**src/hdl/bsh_pkg.sv**
```systemverilog
package bsh_pkg;

  // hash constants
  localparam logic [31:0] GOLDEN_WORD = 32'h9E3779B9;
  localparam logic [31:0] SEED_RESET  = 32'hABCDEF00;
  localparam int unsigned BLOCK_BYTES = 12;
  localparam int unsigned TAIL_BYTES  = BLOCK_BYTES - 1;
  localparam int unsigned MIX_STEPS   = 9;

  // three hash words
  typedef struct packed {
    logic [31:0] a;
    logic [31:0] b;
    logic [31:0] c;
  } words_t;

  // leftover bytes, byte 0 in the low lane
  typedef logic [TAIL_BYTES-1:0][7:0] tail_t;

  // one step of the mix, selected by its position
  function automatic words_t mix_step(input int unsigned step, input words_t w);
    words_t r;
    r = w;
    case (step)
      0: r.a = (w.a - w.b - w.c) ^ (w.c >> 13);
      1: r.b = (w.b - w.c - w.a) ^ (w.a << 8);
      2: r.c = (w.c - w.a - w.b) ^ (w.b >> 13);
      3: r.a = (w.a - w.b - w.c) ^ (w.c >> 12);
      4: r.b = (w.b - w.c - w.a) ^ (w.a << 16);
      5: r.c = (w.c - w.a - w.b) ^ (w.b >> 5);
      6: r.a = (w.a - w.b - w.c) ^ (w.c >> 3);
      7: r.b = (w.b - w.c - w.a) ^ (w.a << 10);
      8: r.c = (w.c - w.a - w.b) ^ (w.b >> 15);
      default: r = w;
    endcase
    return r;
  endfunction

  // add the length and the leftover bytes; low byte of c is kept for the length
  function automatic words_t tail_add(input words_t w, input tail_t tb,
                                      input logic [31:0] len);
    words_t r;
    r.a = w.a + tb[3:0];
    r.b = w.b + tb[7:4];
    r.c = w.c + len + {tb[10:8], 8'h00};
    return r;
  endfunction

endpackage

```
**src/hdl/bsh_ifs.sv**
```systemverilog
// message byte channel
interface bsh_in_if;
  logic       valid;
  logic       ready;
  logic [7:0] data_byte;
  logic       has_byte;
  logic       last;
  modport source (output valid, output data_byte, output has_byte, output last,
                  input ready);
  modport sink (input valid, input data_byte, input has_byte, input last,
                output ready);
endinterface

// hash result channel
interface bsh_out_if;
  logic        valid;
  logic        ready;
  logic [31:0] hash_value;
  modport source (output valid, output hash_value, input ready);
  modport sink (input valid, input hash_value, output ready);
endinterface

// seed register write channel
interface bsh_cfg_if;
  logic        valid;
  logic        ready;
  logic [31:0] data;
  modport source (output valid, output data, input ready);
  modport sink (input valid, input data, output ready);
endinterface

```
**src/hdl/byte_string_hash32.sv**
```systemverilog
// 32-bit lookup2 hash of a byte message, one byte per input word.
// msg carries data_byte, has_byte and last; a word with has_byte low and
// last high closes a message without adding a byte (empty message allowed).
// hash returns one hash_value per message, after the word marked last.
// cfg writes the seed; it takes effect at once if no byte of the current
// message has arrived, otherwise from the next message. cfg is always ready.
// Throughput: one input word per cycle while msg.ready is high. The block
// mix runs in a 9-stage pipeline, one mix step per stage, shared by block
// and final mixes. When a message ends on a full block or while its last
// block is still mixing, the block is sent through the pipeline again for
// the final mix; msg.ready is low in the cycle in which it re-enters, and
// a word marked last waits until that re-entry so hashes leave in message
// order. hash.valid is set from the output register once the final mix
// leaves the last pipeline stage, behind the block mix when chained.
// Reset (rst, synchronous) empties the pipeline and output register and
// sets the seed to 0xABCDEF00. If hash is stalled with a result waiting,
// input words keep flowing until the next result reaches the pipeline end;
// the pipeline then holds and msg.ready is low.
module byte_string_hash32 (
  input logic      clk,
  input logic      rst,
  bsh_in_if.sink   msg,
  bsh_out_if.source hash,
  bsh_cfg_if.sink  cfg
);

  localparam int unsigned STAGES = bsh_pkg::MIX_STEPS;

  // message state
  logic [31:0]         seed;
  bsh_pkg::words_t     acc;
  bsh_pkg::tail_t      pend;
  logic [3:0]          fill;
  logic [31:0]         byte_count;
  logic                busy;
  logic                chain_pending;
  bsh_pkg::tail_t      chain_tail;
  logic [31:0]         chain_len;

  // mix pipeline
  logic [STAGES-1:0]   p_valid;
  logic [STAGES-1:0]   p_final;
  bsh_pkg::words_t     p_words [STAGES];

  // output register
  logic                out_valid;
  logic [31:0]         out_hash;

  // combinational
  bsh_pkg::words_t     exit_w;
  logic                exit_block;
  logic                exit_result;
  logic                advance;
  logic                reenter;
  logic                writeback;
  logic                take_item;
  logic                take_byte;
  logic                end_msg;
  logic                blk_done;
  logic                busy_eff;
  logic                direct_final;
  logic                chain_start;
  bsh_pkg::words_t     eff;
  bsh_pkg::words_t     blk_w;
  bsh_pkg::words_t     entry_w;
  logic                entry_valid;
  logic                entry_final;
  logic [31:0]         count_next;
  logic [3:0]          fill_next;
  bsh_pkg::tail_t      tail_masked;

  // pipeline exit and stall
  assign exit_w      = p_words[STAGES-1];
  assign exit_block  = p_valid[STAGES-1] && !p_final[STAGES-1];
  assign exit_result = p_valid[STAGES-1] && p_final[STAGES-1];
  assign advance     = !(exit_result && out_valid && !hash.ready);
  assign reenter     = exit_block && chain_pending;
  assign writeback   = exit_block && !chain_pending;

  // handshakes, a closing word waits behind a chained final mix
  assign msg.ready       = advance && !reenter && !(chain_pending && msg.last);
  assign cfg.ready       = 1'b1;
  assign hash.valid      = out_valid;
  assign hash.hash_value = out_hash;

  assign take_item = msg.valid && msg.ready;
  assign take_byte = take_item && msg.has_byte;
  assign end_msg   = take_item && msg.last;
  assign blk_done  = take_byte && (fill == 4'(bsh_pkg::TAIL_BYTES));

  // words of the current message, bypassing a block mix that ends now
  assign eff      = writeback ? exit_w : acc;
  assign busy_eff = busy && !writeback;

  assign count_next = byte_count + 32'(take_byte);

  always_comb begin
    if (blk_done) begin
      fill_next = '0;
    end else if (take_byte) begin
      fill_next = fill + 4'd1;
    end else begin
      fill_next = fill;
    end
  end

  // leftover bytes including the incoming one, unused lanes zeroed
  always_comb begin
    for (int i = 0; i < bsh_pkg::TAIL_BYTES; i++) begin
      if (4'(i) >= fill_next) begin
        tail_masked[i] = 8'h00;
      end else if (take_byte && !blk_done && (fill == 4'(i))) begin
        tail_masked[i] = msg.data_byte;
      end else begin
        tail_masked[i] = pend[i];
      end
    end
  end

  // full block added into the words
  assign blk_w.a = eff.a + pend[3:0];
  assign blk_w.b = eff.b + pend[7:4];
  assign blk_w.c = eff.c + {msg.data_byte, pend[10:8]};

  assign direct_final = end_msg && !blk_done && !busy_eff;
  assign chain_start  = end_msg && (blk_done || busy_eff);

  // pipeline entry select
  always_comb begin
    entry_valid = 1'b0;
    entry_final = 1'b0;
    entry_w     = eff;
    if (reenter) begin
      entry_valid = 1'b1;
      entry_final = 1'b1;
      entry_w     = bsh_pkg::tail_add(exit_w, chain_tail, chain_len);
    end else if (blk_done) begin
      entry_valid = 1'b1;
      entry_w     = blk_w;
    end else if (direct_final) begin
      entry_valid = 1'b1;
      entry_final = 1'b1;
      entry_w     = bsh_pkg::tail_add(eff, tail_masked, count_next);
    end
  end

  // message state and seed
  always_ff @(posedge clk) begin
    if (rst) begin
      seed          <= bsh_pkg::SEED_RESET;
      acc.a         <= bsh_pkg::GOLDEN_WORD;
      acc.b         <= bsh_pkg::GOLDEN_WORD;
      acc.c         <= bsh_pkg::SEED_RESET;
      fill          <= '0;
      byte_count    <= '0;
      busy          <= 1'b0;
      chain_pending <= 1'b0;
    end else begin
      if (cfg.valid) begin
        seed <= cfg.data;
        if ((byte_count == '0) && !end_msg && !writeback) begin
          acc.c <= cfg.data;
        end
      end
      if (end_msg) begin
        acc.a      <= bsh_pkg::GOLDEN_WORD;
        acc.b      <= bsh_pkg::GOLDEN_WORD;
        acc.c      <= cfg.valid ? cfg.data : seed;
        fill       <= '0;
        byte_count <= '0;
        busy       <= 1'b0;
      end else begin
        if (writeback) begin
          acc  <= exit_w;
          busy <= 1'b0;
        end
        if (take_byte) begin
          byte_count <= count_next;
          fill       <= fill_next;
          if (blk_done) begin
            busy <= 1'b1;
          end
        end
      end
      if (chain_start) begin
        chain_pending <= 1'b1;
      end else if (reenter && advance) begin
        chain_pending <= 1'b0;
      end
    end
  end

  // pending bytes and chained tail
  always_ff @(posedge clk) begin
    if (take_byte && !blk_done) begin
      pend[fill] <= msg.data_byte;
    end
    if (chain_start) begin
      chain_tail <= tail_masked;
      chain_len  <= count_next;
    end
  end

  // mix pipeline control
  always_ff @(posedge clk) begin
    if (rst) begin
      p_valid <= '0;
      p_final <= '0;
    end else if (advance) begin
      p_valid <= {p_valid[STAGES-2:0], entry_valid};
      p_final <= {p_final[STAGES-2:0], entry_final};
    end
  end

  // mix pipeline data, one step per stage
  always_ff @(posedge clk) begin
    if (advance) begin
      p_words[0] <= bsh_pkg::mix_step(0, entry_w);
      for (int s = 1; s < STAGES; s++) begin
        p_words[s] <= bsh_pkg::mix_step(s, p_words[s-1]);
      end
    end
  end

  // output register
  always_ff @(posedge clk) begin
    if (rst) begin
      out_valid <= 1'b0;
    end else if (advance && exit_result) begin
      out_valid <= 1'b1;
    end else if (hash.ready) begin
      out_valid <= 1'b0;
    end
  end

  always_ff @(posedge clk) begin
    if (advance && exit_result) begin
      out_hash <= exit_w.c;
    end
  end

  // a chained final mix needs its block still in the pipeline
  a_chain_has_block: assert property (@(posedge clk) disable iff (rst)
    chain_pending |-> (|(p_valid & ~p_final)))
    else $error("chained final without block job in flight");

  // a busy message has its block mix in the pipeline
  a_busy_has_block: assert property (@(posedge clk) disable iff (rst)
    busy |-> (|(p_valid & ~p_final)))
    else $error("busy without block job in flight");

  // block mixes never overlap
  a_one_block: assert property (@(posedge clk) disable iff (rst)
    $countones(p_valid & ~p_final) <= 1)
    else $error("more than one block job in flight");

  // fill count stays within the leftover buffer
  a_fill_range: assert property (@(posedge clk) disable iff (rst)
    fill <= 4'(bsh_pkg::TAIL_BYTES))
    else $error("fill count out of range");

  // a stall freezes the pipeline
  a_stall_holds: assert property (@(posedge clk) disable iff (rst)
    !advance |=> $stable(p_valid) && $stable(p_final))
    else $error("pipeline moved during stall");

endmodule
```
**src/flat_wrapper.sv**
```systemverilog
// flat-port wrapper written by rule: the top's interface ports become plain ports
module byte_string_hash32_flat 
  (clk, rst, msg_valid, msg_data_byte, msg_has_byte, msg_last, msg_ready, hash_valid, hash_hash_value, hash_ready, cfg_valid, cfg_data, cfg_ready);
  bsh_in_if msg_i ();
  bsh_out_if hash_i ();
  bsh_cfg_if cfg_i ();
  input logic clk;
  input logic rst;
  input wire logic [$bits(msg_i.valid)-1:0] msg_valid;
  input wire logic [$bits(msg_i.data_byte)-1:0] msg_data_byte;
  input wire logic [$bits(msg_i.has_byte)-1:0] msg_has_byte;
  input wire logic [$bits(msg_i.last)-1:0] msg_last;
  output wire logic [$bits(msg_i.ready)-1:0] msg_ready;
  output wire logic [$bits(hash_i.valid)-1:0] hash_valid;
  output wire logic [$bits(hash_i.hash_value)-1:0] hash_hash_value;
  input wire logic [$bits(hash_i.ready)-1:0] hash_ready;
  input wire logic [$bits(cfg_i.valid)-1:0] cfg_valid;
  input wire logic [$bits(cfg_i.data)-1:0] cfg_data;
  output wire logic [$bits(cfg_i.ready)-1:0] cfg_ready;
  assign msg_i.valid = msg_valid;
  assign msg_i.data_byte = msg_data_byte;
  assign msg_i.has_byte = msg_has_byte;
  assign msg_i.last = msg_last;
  assign msg_ready = msg_i.ready;
  assign hash_valid = hash_i.valid;
  assign hash_hash_value = hash_i.hash_value;
  assign hash_i.ready = hash_ready;
  assign cfg_i.valid = cfg_valid;
  assign cfg_i.data = cfg_data;
  assign cfg_ready = cfg_i.ready;
  byte_string_hash32 u_core (.clk(clk), .rst(rst), .msg(msg_i), .hash(hash_i), .cfg(cfg_i));
endmodule
```
**config.mk**
```make
export PLATFORM = sky130hd
export DESIGN_NAME = byte_string_hash32_flat
export DESIGN_NICKNAME = d
export VERILOG_FILES = /design/src/hdl/bsh_pkg.sv /design/src/hdl/bsh_ifs.sv /design/src/hdl/byte_string_hash32.sv /design/src/flat_wrapper.sv
export SDC_FILE = /design/constraint.sdc
export NUM_CORES = 2
export LEC_CHECK = 0
export BUFFER_PORTS_ARGS = -buffer_cell sky130_fd_sc_hd__buf_2
export CAP_MARGIN = 25
export CORE_UTILIZATION = 50
export DETAILED_ROUTE_END_ITERATION = 8
export PLACE_DENSITY = 0.76
export SETUP_SLACK_MARGIN = 0.3
export SYNTH_ARGS = -nofsm -noshare
export SYNTH_HDL_FRONTEND = slang
export SYNTH_SLANG_ARGS = --single-unit
```
**constraint.sdc**
```tcl
create_clock -name clk -period 32.3 [get_ports clk]
set_input_delay 1.615 -clock clk [delete_from_list [all_inputs] [get_ports clk]]
set_output_delay 1.615 -clock clk [all_outputs]
set_load 0.01 [all_outputs]
```
# Word-level counts from Yosys, hierarchy flattened
# Memory sizes are Yosys's and may differ from the RTL's.
# Index checks and enable logic that the tools add are counted.
op_classes:
  addsub: 31
  magnitude_cmp: 13
  n_eq_ne: 11
  mux: 67
  bitwise: 9
  reduce_logical: 53
op_table:
  columns: ["cell", "count"]
  rows:
  - ["64-bit two-way mux", 9]
  - ["32-bit subtractor", 18]
  - ["32-bit two-way mux", 14]
  - ["96-bit two-way mux", 4]
  - ["32-bit adder", 11]
  - ["8-bit two-way mux", 23]
  - ["32-bit XOR", 3]
  - ["88-bit bitwise mux", 1]
  - ["32-bit by 19-bit XOR with 32-bit output", 2]
  - ["1-bit logical AND", 34]
  - ["32-bit by 1-bit adder with 32-bit output", 1]
  - ["8-bit demux with 4-bit select", 1]
  - ["32-bit logical NOT", 1]
  - ["32-bit by 17-bit XOR with 32-bit output", 1]
  - ["32-bit by 20-bit XOR with 32-bit output", 1]
  - ["32-bit by 27-bit XOR with 32-bit output", 1]
  - ["32-bit by 29-bit XOR with 32-bit output", 1]
  - ["4-bit by 3-bit equality test with 1-bit output, second input constant", 4]
  - ["4-bit equality test, second input constant", 4]
  - ["3-bit by 4-bit >= comparator with 1-bit output, first input constant", 4]
  - ["1-bit two-way mux", 13]
  - ["4-bit >= comparator, first input constant", 3]
  - ["1-bit logical NOT", 10]
  - ["4-bit by 2-bit equality test with 1-bit output, second input constant", 2]
  - ["other kinds (13)", 18]
totals:
  regBits: 425
  ramBits: 864
  input_bits: 47
  out_inout_bits: 35
  wordCells: 220
  n_memories: 1
mem_list:
  columns: ["name", "words", "word_bits", "read_ports", "rd_clocked_by_memory_dff", "write_ports", "line_no", "rtl"]
  rows:
  - ["u_core.p_words", 9, 96, 9, 0, 9, "byte_string_hash32.sv:43", "bsh_pkg::words_t p_words [STAGES];"]

# Logic depth before layout (Yosys ltp)
logic_depth:
  ltp_word: 22
  mapped_depth: 43
  depth_no_buf: 39

# Least setup slack after synthesis
# No wires, ideal clock.
synth_path:
  path_kind: "in2reg"
  start: "input hash_ready"
  end: "memory u_core.p_words[0][0] in the netlist's numbering, enable pin"
  setup_ns: 1.563
  arrival_time_ns: 25.545
  required_ns: 30.737
  slack_ns: 5.192
  cell_stages: 4
  n_path_buf: 2
  cell_sequence: "and4b_1 > clkbuf_1 > clkinv_1 > clkbuf_1"
synth_rtl:
  columns: ["item", "line_no", "rtl"]
  rows:
  - ["from (decl)", "flat_wrapper.sv:16", "input wire logic [$bits(hash_i.ready)-1:0] hash_ready;"]
  - ["to (decl)", "byte_string_hash32.sv:43", null]

==> flow_metrics.py <==
metrics = {
    "synthesis": {
        "avgSynthCellArea_sq_um": 10.8,
        "netlist_area_sq_mm": 0.0816,
        "async_reset_ff_frac": 0,
        "synth_nets": 8546,
        "syn-instance-count": 7576,
        "ys.flop_type": "edfxtp_1",
        "synth_cell_types": 90,
        "synth_edf_count": 1104,
        "synth-seq-cells": 1289,
        "synth_seq_area_share": 0.451,
        "ys_warn_count": 0,
    },
    "sta": {
        "period_share": 0.385,
        "hold_violations": 0,
        "drv_slew": 0,
        "whs_ns": 0.434,
        "slew_headroom": 0.164,
        "finClkSkew_ns": 0.0296,
        "fin_crit_ns": 12.45,
        "setup_violations": 0,
        "worstMarginPinSlew_ns": 1.24,
        "fmax_mhz": 80.3,
        "tns_ns": 0,
        "rsz0062_at_grt": "false",
    },
    "floorplanning": {
        "fp-row-count": 147,
        "io_pins": 82,
        "die_area_sq_mm": 0.165,
        "fp.dieH_microns": 406,
        "start_util": 0.506,
        "core_sq_mm": 0.161,
        "die_x_microns": 406,
    },
    "global_routing": {
        "grt_overflow": 0,
        "grtUsageTotal": 0.299,
        "grt_pass1_vias": 59100,
        "busiest_layer": "met2",
        "grt.met1_usage": 0.377,
        "grtUsageMet3": 0.0423,
        "antenna_found_initial": 10,
        "grt_start_max_net_pins": 200,
        "grt_pass1_wl_microns": 363000,
        "met2_usage": 0.490,
    },
    "clock_network": {
        "cts.repair.resized": 0,
        "clock_latency_ns": 0.80,
        "cts_root_buf": "clkbuf_16",
        "postCtsSetupBuffers": 0,
        "cts_buffers": 144,
        "cts_sinks": 1289,
        "cts_tree": "done",
        "cts.htree.levels": 4,
        "clockBufferDepth": 3,
        "hold_buffers": 0,
        "clk_pin_slew_ns": 0.06,
    },
    "critical_path": {
        "crit_family": "compound AO/OA/AOI/OAI gates",
        "endpoint_kind": "flop",
        "crit_path_top_delay_cell": "and4b_1",
        "crit_buf_inv": 6,
        "cpMostUsedCell": "a21oi_1",
        "required_ns": 32.85,
        "worstPathMaxFanout": 32,
        "r2r_slack_ns": 20.36,
        "critPathKind": "input pin to flop",
        "cpPeakStageDelay_ns": 0.89,
        "arrival_ns": 13.00,
        "crit_path_start_kind": "input pin",
    },
    "detailed_routing": {
        "routed_wl_microns": 248000,
        "post-route-drc-count": 0,
        "antenna_left": 0,
        "drt_first_pass_iters": 8,
        "wl_per_cell_microns": 24.8,
        "via_count": 59800,
        "drtIter0Drc": 6372,
        "avgViaCountPerCell": 5.98,
    },
    "layout": {
        "fill_cells": 13400,
        "drive_gt1_frac": 0.0575,
        "syn_to_final_growth_pct": 9.74,
        "nets": 8680,
    },
    "place": {
        "portBuffers": 80,
        "gp_congestion": 1.01,
        "hpwl_microns": 188000,
    },
    "min_path": {
        "hold_path_class": "flop to flop",
    },
    "job": {
        "cap_violations": 0,
    },
    "outcome": {
        "status": "complete, no violations",
    },
}
[worst paths after layout]
check / end / from / depth (start not counted)
worst min-delay path: u_core.p_words[0][512] / u_core.p_words[0][416] / 0
worst min register to register: u_core.p_words[0][512] / u_core.p_words[0][416] / 0
worst max-delay path: u_core.p_words[0][94] / hash_ready / 38
worst max register to register: u_core.p_words[0][94] / u_core.chain_pending / 38
[layer usage]
metal / routed length, microns / part of all wire
met5: 11 / 0.000044
met2: 115000 / 0.46
met4: 16600 / 0.067
met1: 96800 / 0.39
met3: 19800 / 0.080
[area by class of cell]
| type | count | area [sq um] | share of cell area |
|---|---|---|---|
| multi-input cells | 5239 | 40900 | 0.457 |
| flip-flops and latches | 1289 | 36900 | 0.411 |
| clock buffers | 188 | 3950 | 0.0440 |
| inverters | 889 | 3340 | 0.0373 |
| well taps | 2160 | 2700 | 0.0302 |
| repair buffers | 147 | 987 | 0.0110 |
| clock inverters | 75 | 827 | 0.00923 |
| diodes | 2 | 5.00 | 0.0000559 |
[cell usage after synthesis (16+ instances only)]
cell type  number  area [sq um]
a2111oi_0      16           140
a211o_1        33           289
a211oi_1       68           510
a21boi_0       17           128
a21o_1        245          1840
a21oi_1       620          3100
a222oi_1       18           180
a31oi_1        52           325
and2_1         51           319
and3_1         40           250
buf_1          23          86.3
clkbuf_1      128           480
dfxtp_1       185          3700
edfxtp_1     1104         33200
fa_1          329          6590
ha_1          594          7430
inv_1         880          3300
mux2i_1       101          1010
nand2_1       630          2360
nand2b_1       75           469
nand3_1        96           480
nand4_1        49           307
nor2_1        387          1450
nor2b_1        67           419
nor3_1         87           435
o211ai_1       30           225
o21a_1         93           698
o21ai_0       329          1650
o21bai_1       63           473
o221ai_1       19           166
o22ai_1        39           244
o31ai_1        32           240
or2_2          43           269
or3_1          41           257
xnor2_1       547          4790
xor2_1        225          1970
[per-stage QoR]
| step | worst slack [ns] | cell area (sq um) | util | std cells |
|---|---|---|---|---|
| 2_1_floorplan | 5.19 | 81600 | - | 7576 |
| 3_3_place_gp | 19.31 | 84700 | 0.525 | 9716 |
| 3_5_place_dp | 19.15 | 84700 | 0.525 | 9721 |
| 4_1_cts | 19.92 | 89500 | 0.555 | 9984 |
| 5_1_grt | 18.90 | 89600 | 0.555 | 9989 |
| 6_report | 19.85 | 89600 | 0.555 | 9989 |
[cell usage in the layout, fill, tap and decap left out, drive strengths merged, types with 68 or more instances in the layout]
cell / n
o21ai: 331
nor2: 387
a21o: 245
clkbuf: 188
buf: 147
mux2i: 101
nand2: 630
a211oi: 68
xnor2: 548
nor3: 87
xor2: 225
o21a: 93
nand3: 98
ha: 594
a21oi: 621
inv: 887
edfxtp: 1104
fa: 329
nand2b: 75
dfxtp: 185
[kinds of logic after synthesis]
family | after synthesis | share of synthesized area
adders and majority gates | 923 | 0.172
buffers and inverters | 1048 | 0.0484
AOI/OAI and AO/OA | 1814 | 0.141
DFF | 1289 | 0.451
muxes | 104 | 0.0128
other | 1 | 0.0000459
xor gates and xnor gates | 774 | 0.0833
and+or+nand+nor | 1623 | 0.0915
[flip-flops by register name, indices dropped and copies added (netlist names), 32 cells and up]
signal	cells
u_core.p_words	864
u_core.acc	96
u_core.chain_tail	88
u_core.pend	88
u_core.byte_count	32
u_core.chain_len	32
u_core.hash.hash_value	32
u_core.seed	32
Power is not shown: default switching activity piles up to over one toggle a cycle in this logic, so the estimate is an artifact.
